==> config.mk <==
export PLATFORM = sky130hd
export DESIGN_NAME = rtrcc_region_mem
export DESIGN_NICKNAME = d
export VERILOG_FILES = /design/src/hdl/rtrcc_pkg.sv /design/src/hdl/rtrcc_region_mem.sv
export SDC_FILE = /design/constraint.sdc
export NUM_CORES = 2
export LEC_CHECK = 0
export ABC_AREA = 1
export BUFFER_PORTS_ARGS = -buffer_cell sky130_fd_sc_hd__buf_4
export CORE_MARGIN = 4
export CORE_UTILIZATION = 40
export DETAILED_ROUTE_END_ITERATION = 7
export HOLD_SLACK_MARGIN = 0.05
export PLACE_DENSITY_LB_ADDON = 0.15
export SLEW_MARGIN = 20
export SYNTH_ARGS = -nofsm -noshare
export SYNTH_HDL_FRONTEND = slang
export SYNTH_MEMORY_MAX_BITS = 65536
export SYNTH_SLANG_ARGS = --single-unit
export TNS_END_PERCENT = 100
==> constraint.sdc <==
create_clock -name clock -period 7.55 [get_ports clock]
set_input_delay 1.51 -clock clock [delete_from_list [all_inputs] [get_ports clock]]
set_output_delay 1.51 -clock clock [all_outputs]
set_load 0.1 [all_outputs]
==> src/hdl/rtrcc_pkg.sv <==
// package for the region table range coverage check
// types, command codes and fsm states shared by the core and its submodules
`default_nettype none

package rtrcc_pkg;

   typedef logic [1:0] command_type;

   localparam command_type CMD_CLEAR  = 2'd0;
   localparam command_type CMD_APPEND = 2'd1;
   localparam command_type CMD_QUERY  = 2'd2;

   // region type code for usable memory
   localparam logic [31:0] KIND_USABLE = 32'd1;

   // which end of the range the first overlapping region touches
   typedef logic [1:0] fit_type;

   localparam fit_type FIT_NONE = 2'b00;
   localparam fit_type FIT_LOW  = 2'b01;
   localparam fit_type FIT_HIGH = 2'b10;
   localparam fit_type FIT_BOTH = 2'b11;

   // region end is kept exact, one bit wider than the address
   typedef struct packed {
      logic        usable;
      logic [64:0] top_addr;
      logic [63:0] base;
   } entry_type;

   typedef struct packed {
      logic init;
      logic valid;
   } scan_ctl_type;

   typedef struct packed {
      logic        span;
      fit_type     fit;
      logic [63:0] trim;
   } scan_res_type;

   typedef enum logic [1:0] {
      ST_IDLE,
      ST_ROUND,
      ST_SCAN,
      ST_DECIDE
   } state_type;

endpackage

`default_nettype wire

==> src/hdl/rtrcc_region_mem.sv <==
// region table storage: one write port, one read port, registered read data
// depends on rtrcc_pkg for the entry layout
`default_nettype none

module rtrcc_region_mem
   import rtrcc_pkg::*;
#(
   parameter int DEPTH = 32,
   parameter int AW    = 5
) (
   input  wire logic          clock,
   input  wire logic          wr_en,
   input  wire logic [AW-1:0] wr_addr,
   input  wire entry_type     wr_data,
   input  wire logic          rd_en,
   input  wire logic [AW-1:0] rd_addr,
   output entry_type          rd_data
);

   entry_type mem_ff [DEPTH];
   entry_type rd_data_ff;

   always_ff @(posedge clock) begin
      if (wr_en) begin
         mem_ff[wr_addr] <= wr_data;
      end
   end

   always_ff @(posedge clock) begin
      if (rd_en) begin
         rd_data_ff <= mem_ff[rd_addr];
      end
   end

   assign rd_data = rd_data_ff;

endmodule

`default_nettype wire

==> flow_summary.json <==
{
  "drt_pass1_iterations": 5,
  "insertion_delay_ps": 990,
  "yosys-top-cells-area": "sky130_fd_sc_hd__edfxtp_1 (76%), sky130_fd_sc_hd__nand3_1 (12%), sky130_fd_sc_hd__nand2_1 (9.5%)",
  "timing.rr.end": "rd_data[46]$_DFFE_PP_",
  "cts_inserted_buffers": 453,
  "ioPinCount": 273,
  "fin_util_pct": 45.4,
  "slew_headroom_pct": 19.6,
  "hold_slack_ps": 765,
  "initial_antenna_violation_count": 45,
  "ff2ff_path_depth": 6,
  "fp.coreArea_mm2": 0.420,
  "design.die.area_mm2": 0.432,
  "finClkSkew_ps": 31.4,
  "number_of_global_route_vias_before_repair": 105366,
  "synth_sequential_area_ratio_pct": 76.3,
  "mappedNetlistArea_mm2": 0.169,
  "post_route_cells_drive_above_1_share_pct": 7.87,
  "dp_cells": 18647,
  "clock_sinks": 4290,
  "grt_pass1_wl_um": 743000,
  "end_kind": "register",
  "netlist.top_cell.by_area": "sky130_fd_sc_hd__edfxtp_1",
  "run_status": "completed",
  "place_congestion": 0.761,
  "critical_path_class": "primary input to register",
  "critical_path.startpoint": "rd_addr[0]",
  "cts-root-to-sink-buffers": 4,
  "critical_path_arrival_ps": 4750,
  "worst-slew-pin-transition_ps": 1210,
  "critical_path.max_stage_delay_ps": 760,
  "finalNetCount": 13605,
  "unrepaired_setup_endpoints_after_global_routing": "no",
  "cap_violations": 0,
  "cts_resized": 0,
  "cts_post_setup_buffers_inserted": 0,
  "ys_top_cells_by_count": "sky130_fd_sc_hd__edfxtp_1 (4290), sky130_fd_sc_hd__nand2_1 (4290), sky130_fd_sc_hd__nand3_1 (3912), sky130_fd_sc_hd__buf_2 (531), sky130_fd_sc_hd__clkbuf_1 (263)",
  "p_total_mw": 51.2,
  "fmax_mhz": 251,
  "cell_count_after_synthesis": 13427,
  "fraction_of_registers_with_async_set_or_reset_after_synthesis_pct": 0,
  "crit_path_cell_trace": "buf_16 -> inv_8 -> buf_12 -> nand2_1 -> nand3_1 -> nand3_1 -> nand3_1 -> nand3_1 -> nand2_1",
  "routed_wire_length_per_instance_um": 26.4,
  "most_frequent_cell_on_the_critical_path": "sky130_fd_sc_hd__nand3_1",
  "yosysTopAreaCellShare_pct": 76.3,
  "mappedNetlistNets": 13570,
  "floorplan.die.height_um": 657,
  "critical_path.n_buffers_inverters": 3,
  "regToRegStartpoint": "mem_ff[17][46]$_DFFE_PP_",
  "grt_usage_pct": 23.1,
  "timing.critical_path.slowest_stage_cell": "sky130_fd_sc_hd__inv_8",
  "avgViaCountPerCell": 5.55,
  "initial_utilization_pct": 40.2,
  "hpwl_um": 236000,
  "timing.critical_path.required_ps": 8320,
  "cp_capture_point": "rd_data[51]$_DFFE_PP_",
  "root_buffer": "sky130_fd_sc_hd__clkbuf_16",
  "critPathLaunchType": "primary input",
  "synthesis.yosys.warnings": 0,
  "synth.ff_latch_count": 4290,
  "grt_start_max_net_pins": 213,
  "synth_edf_count": 4290,
  "fin_ws_ps": 3560,
  "power.static_leakage_nw": 65.9,
  "total_congestion_overflow": 0,
  "placement.io_buffers": 272,
  "finalSetupTns_ps": 0,
  "ys.flop_type": "sky130_fd_sc_hd__edfxtp_1",
  "final_max_slew_violation_count": 0,
  "cpLargestDelayFamily": "buffers and inverters",
  "drt_iter0_drc": 10853,
  "worst-path-stages": 9,
  "r2r_setup_slack_ps": 5930,
  "detail_route.wirelength_um": 514000,
  "area_growth_syn_to_layout_pct": 13.0,
  "remaining_drc_errors": 0,
  "placement_rows": 238,
  "detail-route-antenna-nets": 0,
  "fin_area_mm2": 0.191,
  "place_ws_ps": 2830,
  "min_period_over_period_pct": 52.8,
  "num_vias": 108114,
  "worst_path_max_fanout": 212,
  "netlist-cell-type-count": 10,
  "cts-htree-levels": 5,
  "number_of_buffers_added_to_fix_hold_violations_after_cts": 0,
  "post-route-min-period_ps": 3990,
  "avgSynthCellArea_um2": 12.6,
  "place_area_mm2": 0.177,
  "final_hold_viol_count": 0,
  "power_density_mw_per_mm2": 268,
  "cts.reportedPaths.clkPinSlew_ps": 60,
  "layoutNonFillerInstCount": 19485,
  "min_path_type": "register to register",
  "finalSetupViolations": 0,
  "chipWidth_um": 657,
  "tritoncts": "built",
  "irDropWorstVdd_v": 0.000186
}
power by group:
part / total [mW] / switching [mW] / leakage, nW / internal, mW
combinational: 3.29 / 2.54 / 20.4 / 0.745
sequential: 26.7 / 0.129 / 38.8 / 26.6
clock: 21.2 / 9.19 / 6.77 / 12.0
area by class of cell:
class / instances / area, um2
fill: 37587 / 230000
sequential: 4290 / 129000
multi-input combinational: 8234 / 36000
clock buffer: 587 / 11900
tap: 5640 / 7060
timing repair buffer: 473 / 4680
clock inverter: 232 / 1990
inverter: 10 / 80.1
antenna: 19 / 47.5
layer usage:
layer / GRT usage, % / up-vias / wire length [um] / share of wire (%)
met4: 6.52 / 28 / 14300 / 2.8
met2: 39.0 / 3835 / 249000 / 48
met5: 0 / - / 184 / 0.036
li1: - / 48293 / - / -
met1: 31.6 / 55146 / 217000 / 42
met3: 2.96 / 812 / 32900 / 6.4
worst min path at each step:
| stage | startpoint | end | slack [ps] | depth (start not counted) |
|---|---|---|---|---|
| finish | mem_ff[20][6]$_DFFE_PP_ | rd_data[6]$_DFFE_PP_ | 760 | 6 |
| floorplan | mem_ff[2][0]$_DFFE_PP_ | rd_data[0]$_DFFE_PP_ | 720 | 6 |
| global placement | mem_ff[4][9]$_DFFE_PP_ | rd_data[9]$_DFFE_PP_ | 750 | 6 |
| detailed placement | mem_ff[26][128]$_DFFE_PP_ | rd_data[128]$_DFFE_PP_ | 760 | 6 |
| CTS | mem_ff[26][128]$_DFFE_PP_ | rd_data[128]$_DFFE_PP_ | 770 | 6 |
| global route | mem_ff[28][113]$_DFFE_PP_ | rd_data[113]$_DFFE_PP_ | 820 | 6 |
logic make-up (layout without fill, tap and decap cells):
kind of cell	Yosys count	in the layout	synth area share, %
flip-flops	4290	4290	76.3
other	0	19	0
AND/OR/NAND/NOR	8234	8234	21.2
buffers and inverters	903	1302	2.44
registers in the layout (all words and copies together) (netlist names):
name     count
rd_data    130
mem_ff    4160
layout by cell type, fill, tap and decap left out:
| cell type | instances |
|---|---|
| sky130_fd_sc_hd__buf_6 | 1 |
| sky130_fd_sc_hd__inv_8 | 4 |
| sky130_fd_sc_hd__clkinv_1 | 111 |
| sky130_fd_sc_hd__buf_4 | 382 |
| sky130_fd_sc_hd__inv_12 | 1 |
| sky130_fd_sc_hd__diode_2 | 19 |
| sky130_fd_sc_hd__buf_12 | 82 |
| sky130_fd_sc_hd__buf_8 | 5 |
| sky130_fd_sc_hd__inv_6 | 14 |
| sky130_fd_sc_hd__nand2_1 | 4290 |
| sky130_fd_sc_hd__clkbuf_16 | 457 |
| sky130_fd_sc_hd__clkinv_2 | 58 |
| sky130_fd_sc_hd__nand3_1 | 3912 |
| sky130_fd_sc_hd__clkinv_4 | 5 |
| sky130_fd_sc_hd__edfxtp_1 | 4290 |
| sky130_fd_sc_hd__clkinv_8 | 5 |
| sky130_fd_sc_hd__buf_16 | 3 |
| sky130_fd_sc_hd__clkinvlp_4 | 4 |
| sky130_fd_sc_hd__nor2_4 | 32 |
| sky130_fd_sc_hd__clkinv_16 | 4 |
| sky130_fd_sc_hd__inv_16 | 5 |
| sky130_fd_sc_hd__inv_1 | 5 |
| sky130_fd_sc_hd__clkbuf_1 | 130 |
| sky130_fd_sc_hd__bufinv_16 | 26 |
tightest hold or removal path, stage by stage, from the launching register on:
cell                       delay, ps
sky130_fd_sc_hd__edfxtp_1        310
sky130_fd_sc_hd__nand2_1          50
sky130_fd_sc_hd__nand3_1          60
sky130_fd_sc_hd__nand3_1          60
sky130_fd_sc_hd__nand3_1          70
sky130_fd_sc_hd__nand3_1          60
sky130_fd_sc_hd__nand2_1          50
Note: power is estimated with default switching activity, not from simulation.
