File: src/hdl/rtrcc_pkg.sv
// package for the region table range coverage check
// types, command codes and fsm states shared by the core and its submodules
`default_nettype none

package rtrcc_pkg;

   typedef logic [1:0] command_type;

   localparam command_type CMD_CLEAR  = 2'd0;
   localparam command_type CMD_APPEND = 2'd1;
   localparam command_type CMD_QUERY  = 2'd2;

   // region type code for usable memory
   localparam logic [31:0] KIND_USABLE = 32'd1;

   // which end of the range the first overlapping region touches
   typedef logic [1:0] fit_type;

   localparam fit_type FIT_NONE = 2'b00;
   localparam fit_type FIT_LOW  = 2'b01;
   localparam fit_type FIT_HIGH = 2'b10;
   localparam fit_type FIT_BOTH = 2'b11;

   // region end is kept exact, one bit wider than the address
   typedef struct packed {
      logic        usable;
      logic [64:0] top_addr;
      logic [63:0] base;
   } entry_type;

   typedef struct packed {
      logic init;
      logic valid;
   } scan_ctl_type;

   typedef struct packed {
      logic        span;
      fit_type     fit;
      logic [63:0] trim;
   } scan_res_type;

   typedef enum logic [1:0] {
      ST_IDLE,
      ST_ROUND,
      ST_SCAN,
      ST_DECIDE
   } state_type;

endpackage

`default_nettype wire

File: src/hdl/rtrcc_scan_unit.sv
// one pass over the table: tests each entry read back against the range
// and keeps the spanning flag and the first overlapping region; uses rtrcc_pkg
`default_nettype none

module rtrcc_scan_unit
   import rtrcc_pkg::*;
(
   input  wire logic         clock,
   input  wire scan_ctl_type ctl,
   input  wire entry_type    entry,
   input  wire logic [63:0]  lo,
   input  wire logic [63:0]  hi,
   output scan_res_type      res
);

   logic        span_ff, span_in;
   fit_type     fit_ff, fit_in;
   logic [63:0] trim_ff, trim_in;

   logic    hit_low;
   logic    hit_high;
   logic    hit_span;
   fit_type fit_now;

   always_comb begin
      hit_span = entry.usable && (entry.base <= lo) && (entry.top_addr >= {1'b0, hi});
      hit_low  = entry.usable && (entry.base <= lo) && (entry.top_addr > {1'b0, lo});
      hit_high = entry.usable && (entry.top_addr >= {1'b0, hi}) && (entry.base < hi);
      fit_now  = {hit_high, hit_low};
   end

   always_comb begin
      span_in = span_ff;
      fit_in  = fit_ff;
      trim_in = trim_ff;
      if (ctl.init) begin
         span_in = 1'b0;
         fit_in  = FIT_NONE;
      end else if (ctl.valid) begin
         span_in = span_ff | hit_span;
         // only the first overlapping region counts
         if (fit_ff == FIT_NONE && fit_now != FIT_NONE) begin
            fit_in  = fit_now;
            trim_in = hit_low ? entry.top_addr[63:0] : entry.base;
         end
      end
   end

   always_ff @(posedge clock) begin
      span_ff <= span_in;
      fit_ff  <= fit_in;
      trim_ff <= trim_in;
   end

   assign res = '{span: span_ff, fit: fit_ff, trim: trim_ff};

endmodule

`default_nettype wire

File: config.mk
export PLATFORM = sky130hd
export DESIGN_NAME = rtrcc_scan_unit
export DESIGN_NICKNAME = d
export VERILOG_FILES = /design/src/hdl/rtrcc_pkg.sv /design/src/hdl/rtrcc_scan_unit.sv
export SDC_FILE = /design/constraint.sdc
export NUM_CORES = 1
export LEC_CHECK = 0
export BUFFER_PORTS_ARGS = -buffer_cell sky130_fd_sc_hd__buf_2
export CORE_ASPECT_RATIO = 0.6
export CORE_MARGIN = 2
export CORE_UTILIZATION = 54
export DETAILED_ROUTE_END_ITERATION = 8
export GPL_ROUTABILITY_DRIVEN = 0
export PLACE_DENSITY_LB_ADDON = 0.25
export SYNTH_ARGS = -nofsm -noshare
export SYNTH_HDL_FRONTEND = slang
export SYNTH_SLANG_ARGS = --single-unit
File: constraint.sdc
create_clock -name clock -period 18.7 [get_ports clock]
set_clock_uncertainty 0.1 [all_clocks]
set_input_delay 3.74 -clock clock [delete_from_list [all_inputs] [get_ports clock]]
set_output_delay 3.74 -clock clock [all_outputs]
set_load 0.05 [all_outputs]
==> key figures, run 1 <==
STA
  • Final worst slack: approximately 11 ns
  • Hold WS: roughly 0.39 ns
  • Fmax: roughly 0.12 GHz
  • RSZ-0062 raised after global routing: false
  • Worst-Margin Slew: approximately 1.1 ns
  • Final Hold Fails: 0
  • Final setup violation count: 0
  • Slew Limit Fails: 0
  • Setup TNS: 0 ns
  • Tcrit/Tclk final: 0.428
  • Max_slew headroom: 0.281
  • Min Clock Period, post-route: about 8.0 ns

Floorplan
  • Die width: approximately 170 um
  • # rows: 36
  • Initial core utilization: 0.547
  • Number of I/O pins: 328
  • Die height: just over 100 um
  • DIE AREA: about 17000 um^2
  • Core area: 16100 um^2

CTS
  • Clock Tree Buf Depth: 2
  • Postcts setup bufs: 0
  • CTS Buf Count: 9
  • CTS H-tree lvls: 3
  • Hold buffers post-CTS: 0
  • CTS Root Cell: clkbuf_16
  • Post-CTS sizing: 0
  • Clk_lat worst skew: roughly 0.33 ns
  • Clock transition at the registers of the reported paths: approximately 0.060 ns
  • CTS tree: done
  • Clock sinks: 67

Logic synthesis
  • Ys async rst share: 0
  • Top_reg_cell synth: edfxtp_1
  • Yosys top cell by area: ha_1
  • Top cells by count, synth: ha_1 (255), inv_1 (140), a21oi_1 (91)
  • Synth Register Bits: 67
  • Post-synthesis sequential area ratio: 0.225
  • Most frequent cell after synthesis: ha_1
  • Synth Area in XOR/XNOR: 0
  • Post-Syn Area: roughly 8800 um^2
  • Syn avg cell area: around 9.4 um^2
  • Main combinational cell family by area after synthesis: adder cells
  • Synth Area in Compound Gates: 0.149
  • Synth Instances: between 900 and 1000
  • Syn nets: approximately 1500
  • Ys Warns: 0
  • EDFF count, synth: 64
  • Fraction of the mapped netlist area in simple logic gates: 0.113
  • Top cells by area, synth: ha_1 (36%), edfxtp_1 (22%), mux2_2 (6.9%)
  • Adder-cell share of the synthesized area: 0.363
  • Post-synth top area share: 0.363
  • Synth unique cells: 55
  • Mux contribution to synthesized area: 0.0818

Route
  • Drt wl/cell: 19.4 um
  • Drt total wl: between 20000 and 30000 um
  • DRC: 0
  • Vias: 8544
  • Routed Antenna Nets: 0
  • First-pass detailed-route iteration total: 5
  • Initial DRC count: between 700 and 800
  • Via/cell ratio: 5.77

Critical path
  • Worst EP required: roughly 19 ns
  • Slowest stage cell on the critical path: o32ai_4
  • Critical Path Max Stage Delay: between 0.8 and 0.9 ns
  • Reg2Reg Launch Point: fit_ff[1]$_SDFFE_PP0P_
  • Crit start category: input pin
  • Crit path DAT: between 7 and 8 ns
  • Worst setup EP type: register
  • CP delay by family, top: simple AND/OR/NAND/NOR gates
  • CP bufs+invs: 3
  • Critical path peak fanout: 44
  • Setup CP Type: input pin to register
  • CP Cell Sequence: buf_2 -> inv_1 -> ha_1 -> nand4_1 -> or4_1 -> or4b_1 -> nor2_1 -> nand3_1 -> a211o_1 -> o32ai_4 -> buf_4
  • Crit. Startpoint: lo[62]

Min path
  • Min-delay src: span_ff$_SDFFE_PP0P_
  • Hold Crit Class: register to register

Job
  • Max capacitance violation total: 0

Placement
  • Port Buffers: 327
  • Placement Setup Slack: 10.32 ns
  • Placed instance count: 1465
  • Post-DP HPWL: ~25000 um

Final layout
  • Area occupied by registers: 1980 um^2
  • Non-filler instance count after layout: 1481
  • Layout cell share with drive strength beyond 1: 0.315
  • Number of fill cells: between 1000 and 1500
  • Fin nets: 1783
  • Multi-input logic area: 6230 um^2
  • Synth-to-Final Area Change: 24.6%

Global routing
  • Initial antenna violation count: 1
  • GRT Total Usage: 0.323
  • First-pass GRT wire length: about 43000 um
  • Number of global-route vias before repair: just over 8000
  • Grt ovf: 0
  • Largest net degree at the start of global routing: 45

Pwr
  • Worst vdd ir: roughly 0.036 mV
  • Pwr Density: approximately 54 nW/um^2
  • P_leak: about 0.0058 uW

Run status
  • Status: finished clean
metrics by stage:
step	utilization	area (um^2)	total power (uW)
global route	0.682	11000	624
finish	0.682	11000	590
global placement	0.663	10700	395
CTS	0.682	11000	588
floorplan	-	8800	319
detailed placement	0.663	10700	400
layout make-up:
class	count	share of cell area
diodes	1	0.000228
clock buffers	10	0.0209
clock inverters	5	0.00719
inverters	140	0.0479
multi-input cells	720	0.569
flip-flops and latches	67	0.181
well taps	209	0.0238
repair buffers	329	0.151
worst reg2reg max path, stage by stage, from the launching register on:
cell      delay (ns)
dfxtp_1         0.37
nor4_1          0.37
nand3_1         0.19
a311o_1         0.35
a21oi_1         0.12
o311ai_0        0.28
o32ai_4         0.68
buf_4           0.70
layer usage:
metal	vias up	part of all wire	global-route usage
li1	4193	-	-
met1	3895	0.48	0.479
met2	414	0.40	0.473
met3	42	0.11	0.0841
met4	0	0.017	0.0670
met5	-	0	0
final timing paths:
| kind | endpoint | slack, ns | cells after the start |
|---|---|---|---|
| hold reg to reg | span_ff$_SDFFE_PP0P_ | 0.39 | 1 |
| hold / removal | span_ff$_SDFFE_PP0P_ | 0.39 | 1 |
| setup / recovery | trim_ff[53]$_DFFE_PP_ | 10.69 | 11 |
| setup reg to reg | trim_ff[53]$_DFFE_PP_ | 15.15 | 7 |
registers in the layout (all words and copies together), names as in the netlist:
| signal | flops |
|---|---|
| fit_ff | 2 |
| span_ff | 1 |
| trim_ff | 64 |
report_power, final:
group / leakage [uW] / total (uW) / switching, uW / internal [uW]
clock: 0.000142 / 187 / 71.5 / 116
sequential: 0.000608 / 177 / 2.10 / 175
combinational: 0.00500 / 226 / 135 / 91.2
total: 0.00575 / 590 / 208 / 382
kinds of logic after synthesis:
family                   Yosys count
adder cells (fa/ha/maj)          255
multiplexers                      64
AND/OR/NAND/NOR                  190
AO/OA/AOI/OAI                    211
buffers and inverters            147
flip-flops                        67
placed cells by master, fill, tap and decap left out, drive strengths merged, types with 3 or more instances in the layout:
cell,Yosys,final
a2111oi,4,4
a211oi,6,6
a21o,25,25
a21oi,92,92
a221o,4,4
a221oi,7,7
a31oi,3,3
and4,5,5
buf,7,329
clkbuf,0,10
dfxtp,3,3
edfxtp,64,64
ha,255,255
inv,140,140
mux2,63,63
nand2,56,56
nand2b,4,4
nand3,22,22
nand4,42,42
nor2,19,19
nor2b,6,6
nor3,11,11
nor4,9,9
o211ai,3,3
o21a,3,3
o21ai,41,41
or3,3,3
or4,3,3
Power figures use the tool's default switching activity.
==> run 2: changes to the inputs <==
- CORE_UTILIZATION: 54 -> 52
- clock period: 18.7 -> 8.1 ns (I/O delays scaled with it)
==> run 2 against run 1 <==
  * Sequential share of layout area barely moved
  * Hold slack better by 0.011 ns
  * Combinational power grew 130%
  * Die area is 3.7% higher
  * Sequential cell count is the same
  * Core utilization shrank 1.4 points
  * Global-route usage down 0.41 points
  * Clock power rose by 94%
  * Critical path type unchanged
  * Critical endpoint is now trim_ff[41]$_DFFE_PP_
  * Largest cell class unchanged
  * Largest power group unchanged
  * Highest routed layer is now met5
==> key figures, run 2 (same netlist as run 1, synthesis figures left out) <==
STA
  • Final worst slack: 2.55 ns
  • Final setup violation count: 0
  • Hold WS: about 0.4 ns
  • Worst-Margin Slew: 1.17 ns
  • Final Hold Fails: 0
  • Slew Limit Fails: 0
  • Fmax: between 0.15 and 0.2 GHz
  • Setup TNS: 0 ns
  • Min Clock Period, post-route: about 5.6 ns
  • RSZ-0062 raised after global routing: false
  • Max_slew headroom: 0.216
  • Tcrit/Tclk final: 0.686

Route
  • Drt total wl: around 29000 um
  • Via/cell ratio: 5.75
  • Drt wl/cell: ~20 um
  • First-pass detailed-route iteration total: 5
  • DRC: 0
  • Routed Antenna Nets: 0
  • Initial DRC count: 771
  • Vias: between 8000 and 9000

CTS
  • CTS H-tree lvls: 3
  • Postcts setup bufs: 0
  • CTS tree: done
  • Hold buffers post-CTS: 0
  • Post-CTS sizing: 0
  • Clock transition at the registers of the reported paths: 0.06 ns
  • Clk_lat worst skew: roughly 0.33 ns
  • CTS Root Cell: clkbuf_16
  • Clock sinks: 67
  • Clock Tree Buf Depth: 2
  • CTS Buf Count: 9

Min path
  • Worst Hold Depth: 1
  • Hold Crit Class: register to register
  • Min-delay src: span_ff$_SDFFE_PP0P_
  • Hold Path End: span_ff$_SDFFE_PP0P_

Critical path
  • Reg2Reg Depth: 7
  • Critical path peak fanout: 34
  • R2R Path End: trim_ff[26]$_DFFE_PP_
  • Worst setup EP type: register
  • Worst EP required: just over 8 ns
  • CP Cell Sequence: buf_2 -> inv_1 -> ha_1 -> nand4_1 -> or4_1 -> or4b_1 -> nor2_1 -> nand3_1 -> a21oi_4 -> buf_12 -> mux2_2
  • R2R setup slack: 5.05 ns
  • Crit start category: input pin
  • Crit path DAT: 5.53 ns
  • Slowest stage cell on the critical path: a21oi_4
  • Reg2Reg Launch Point: fit_ff[1]$_SDFFE_PP0P_
  • Critical Path Max Stage Delay: approximately 0.98 ns
  • Setup CP Type: input pin to register

Final layout
  • Largest register FFs: between 60 and 70
  • Final core occ: 0.668
  • Commonest non-fill, non-tap cell in the layout: buf_2
  • ANT cells: 0
  • Top flop regs: trim_ff (64), fit_ff (2), span_ff (1)
  • Area occupied by registers: ~2000 um^2
  • Most frequent cells in the layout: buf_2 (327), ha_1 (255), inv_1 (140)
  • Number of fill cells: 1403
  • Multi-input logic area: 6230 um^2
  • Fin nets: 1783
  • Largest register by flop count: trim_ff
  • Fin area: between 10000 and 15000 um^2
  • Layout cell share with drive strength beyond 1: 0.313
  • Synth-to-Final Area Change: 24.5%

Global routing
  • Number of global-route vias before repair: between 8000 and 9000
  • First-pass GRT wire length: 44200 um
  • Initial antenna violation count: 1
  • GRT Total Usage: 0.319
  • Largest net degree at the start of global routing: 49
  • Grt ovf: 0

Floorplan
  • # rows: 36
  • Number of I/O pins: roughly 330
  • Initial core utilization: 0.537
  • Die height: 105 um
  • Core area: about 16000 um^2
  • DIE AREA: 18000 um^2
  • Die width: 172 um

Placement
  • Post-DP HPWL: roughly 25000 um
  • Placement Setup Slack: about 2.2 ns
  • Port Buffers: about 330
  • Placed Area: around 11000 um^2

Pwr
  • Pwr Density: 118 nW/um^2
  • P_leak: about 0.0057 uW
  • Worst vdd ir: about 0.078 mV

Run status
  • Status: finished clean

Job
  • Max capacitance violation total: 0
==> run 2: cell types whose count changed in the layout (fill, tap and decap cells not counted) <==
cell        change
clkinv_1        +1
diode_2         -1
buf_12          +2
bufinv_16       -2
buf_4           -2
clkinvlp_4      -1
clkinv_2        +1
==> run 2: final cells by class <==
type                       instances  share of cell area
inverter                         140              0.0480
timing repair buffer             329               0.153
tap                              228              0.0260
clock inverter                     4             0.00183
sequential                        67               0.181
multi-input combinational        720               0.569
clock buffer                      10              0.0209
==> run 2: worst max-delay path by stage <==
stage,start,to,slack (ns),cells after the start
2_1_floorplan,lo[59],trim_ff[0]$_DFFE_PP_,1.16,9
3_3_place_gp,entry[63],trim_ff[22]$_DFFE_PP_,2.37,10
5_1_grt,lo[62],trim_ff[38]$_DFFE_PP_,2.43,11
4_1_cts,lo[62],trim_ff[28]$_DFFE_PP_,2.56,11
3_5_place_dp,lo[62],trim_ff[41]$_DFFE_PP_,2.21,11
6_report,lo[62],trim_ff[41]$_DFFE_PP_,2.55,11
==> run 2: metal layers <==
layer	part of all wire	wire, um	up-vias	global-route usage
met3	0.11	3340	27	0.0917
met5	0.00044	13	-	0
met2	0.40	11800	446	0.459
met1	0.47	13700	3951	0.475
met4	0.013	370	2	0.0570
li1	-	-	4193	-
==> run 2: where the power goes <==
group          switching, uW  total [uW]  internal, uW
Clock                    160         362           202
Sequential              4.99         409           404
Combinational            313         526           212
Total                    479        1300           818
==> run 2: critical path: cells and delay by family <==
family                   cells  cell delay, ns
AND/OR/NAND/NOR              5            1.77
adder cells (fa/ha/maj)      1            0.31
AO/OA/AOI/OAI                1            0.98
multiplexers                 1            0.37
buffers and inverters        3            0.46
==> run 2: stage by stage <==
stage / instances / total power [uW]
global route: 1498 / 1370
CTS: 1498 / 1290
finish: 1498 / 1300
detailed placement: 1484 / 928
floorplan: 934 / 735
global placement: 1484 / 916
==> run 3: changes to the inputs <==
- clock period: 8.1 -> 5.3 ns (I/O delays scaled with it)
==> run 3 against run 2 <==
  * Hold slack got worse by 0.018 ns
  * Clock power rose by 72%
  * Via count rose by 0.38%
  * Sequential power rose by 53%
  * Non-clock buffer count rose by 2
  * Combinational power rose by 52%
  * Critical path depth did not move
  * Die area did not move
  * Routed wire length barely moved
  * Core utilization rose by 0.29 points
  * Largest power group unchanged
==> key figures, run 3 (same netlist as run 1, synthesis figures left out) <==
Global routing
  • Largest net degree at the start of global routing: 49
  • Grt ovf: 0
  • GRT Total Usage: 0.322
  • Initial antenna violation count: 0
  • First-pass GRT wire length: ~44000 um
  • Number of global-route vias before repair: around 8300

Floorplan
  • Number of I/O pins: 328
  • Core area: ~16000 um^2
  • Die height: 105 um
  • # rows: 36
  • Initial core utilization: 0.537
  • DIE AREA: between 15000 and 20000 um^2
  • Die width: roughly 170 um

Final layout
  • Synth-to-Final Area Change: 25.0%
  • Commonest non-fill, non-tap cell in the layout: buf_2
  • ANT cells: 0
  • Final core occ: 0.671
  • Largest register by flop count: trim_ff
  • Fin nets: approximately 1800
  • Top flop regs: trim_ff (64), fit_ff (2), span_ff (1)
  • Largest register FFs: 64
  • Layout cell share with drive strength beyond 1: 0.317
  • Most frequent cells in the layout: buf_2 (327), ha_1 (255), inv_1 (140)

CTS
  • Post-CTS sizing: 0
  • Clock transition at the registers of the reported paths: ~0.06 ns
  • CTS H-tree lvls: 3
  • Hold buffers post-CTS: 0
  • Postcts setup bufs: 0
  • Clk_lat worst skew: 0.33 ns
  • CTS tree: done
  • Clock sinks: 67
  • CTS Buf Count: 9
  • Clock Tree Buf Depth: 2
  • CTS Root Cell: clkbuf_16

STA
  • Final Hold Fails: 0
  • Slew Limit Fails: 0
  • Final setup violation count: 0
  • Max_slew headroom: 0.457
  • Min Clock Period, post-route: 4.28 ns
  • RSZ-0062 raised after global routing: false
  • Worst-Margin Slew: roughly 0.8 ns
  • Fmax: 0.234 GHz
  • Tcrit/Tclk final: 0.808
  • Setup TNS: 0 ns

Critical path
  • Crit start category: input pin
  • Critical path peak fanout: 38
  • Setup CP Type: input pin to register
  • Worst setup EP type: register
  • Crit. Startpoint: lo[59]
  • R2R setup slack: 2.67 ns
  • Crit path DAT: approximately 4.3 ns
  • Reg2Reg Launch Point: fit_ff[1]$_SDFFE_PP0P_
  • Worst EP required: 5.29 ns

Route
  • First-pass detailed-route iteration total: 6
  • Routed Antenna Nets: 0
  • Drt total wl: 29300 um
  • Drt wl/cell: 19.5 um
  • Initial DRC count: around 750
  • Vias: about 8700
  • Via/cell ratio: slightly below 6
  • DRC: 0

Pwr
  • Clock share of power: 0.303
  • Switching Fraction: 0.364
  • Seq pwr share: 0.305
  • P_leak: 0.00576 uW
  • Logic pwr share: 0.392
  • Pwr Density: roughly 190 nW/um^2
  • Pint: about 1300 uW
  • Switch Pwr: about 740 uW
  • Worst vdd ir: around 0.16 mV

Job
  • Max capacitance violation total: 0

Run status
  • Status: finished clean

Min path
  • Hold Crit Class: register to register
  • Min-delay src: span_ff$_SDFFE_PP0P_

Placement
  • Port Buffers: about 330
  • Post-DP HPWL: roughly 25000 um
-- run 3: cell count changes in the layout (fill, tap and decap cells not counted), sizes merged --
cell,change
buf,+2
clkinv,+2
bufinv,+1
clkinvlp,-1
-- run 3: area by class of cell --
| cell class | count | area [um^2] |
|---|---|---|
| sequential | 67 | 1980 |
| tap | 228 | 285 |
| clock inverter | 6 | 56.3 |
| multi-input combinational | 720 | 6240 |
| clock buffer | 10 | 229 |
| inverter | 140 | 526 |
| timing repair buffer | 331 | 1680 |
| fill | 1439 | 5400 |
-- run 3: critical path: stages --
cell	delay (ns)
buf_2	0.08
inv_1	0.06
ha_1	0.32
nand4_1	0.17
or4_1	0.60
or4b_4	0.59
nor2_1	0.15
nand3_2	0.13
a21oi_4	0.20
buf_4	0.46
mux2_2	0.40
-- run 3: final timing paths --
check	endpoint	depth (start not counted)
max	trim_ff[34]$_DFFE_PP_	11
min	span_ff$_SDFFE_PP0P_	1
max reg2reg	trim_ff[2]$_DFFE_PP_	7
min reg2reg	span_ff$_SDFFE_PP0P_	1
-- run 3: stage by stage --
step | total power, uW | setup WS [ns] | instance area, um^2 | hold slack (ns) | instances
final | 2050 | 1.02 | 11000 | 0.387 | 1502
after global routing | 2160 | 0.885 | 11000 | 0.428 | 1502
after CTS | 2040 | 1.03 | 11000 | 0.384 | 1502
after detailed placement | 1420 | 0.680 | 10700 | 0.365 | 1486
after global placement | 1400 | 0.777 | 10700 | 0.363 | 1486
after floorplan | 1120 | 0.00645 | 8830 | 0.350 | 934
-- run 3: power by group through the flow --
stage	clock, uW	combinational, uW	sequential, uW
after floorplan	0	409	715
after global placement	0	763	636
after detailed placement	0	782	636
after CTS	629	788	625
after global routing	653	885	627
final	621	802	625
-- run 3: layer usage --
layer	global-route usage	routed length [um]
met5	0	0
met4	0.0456	276
met3	0.103	3440
met2	0.466	11700
met1	0.473	13800
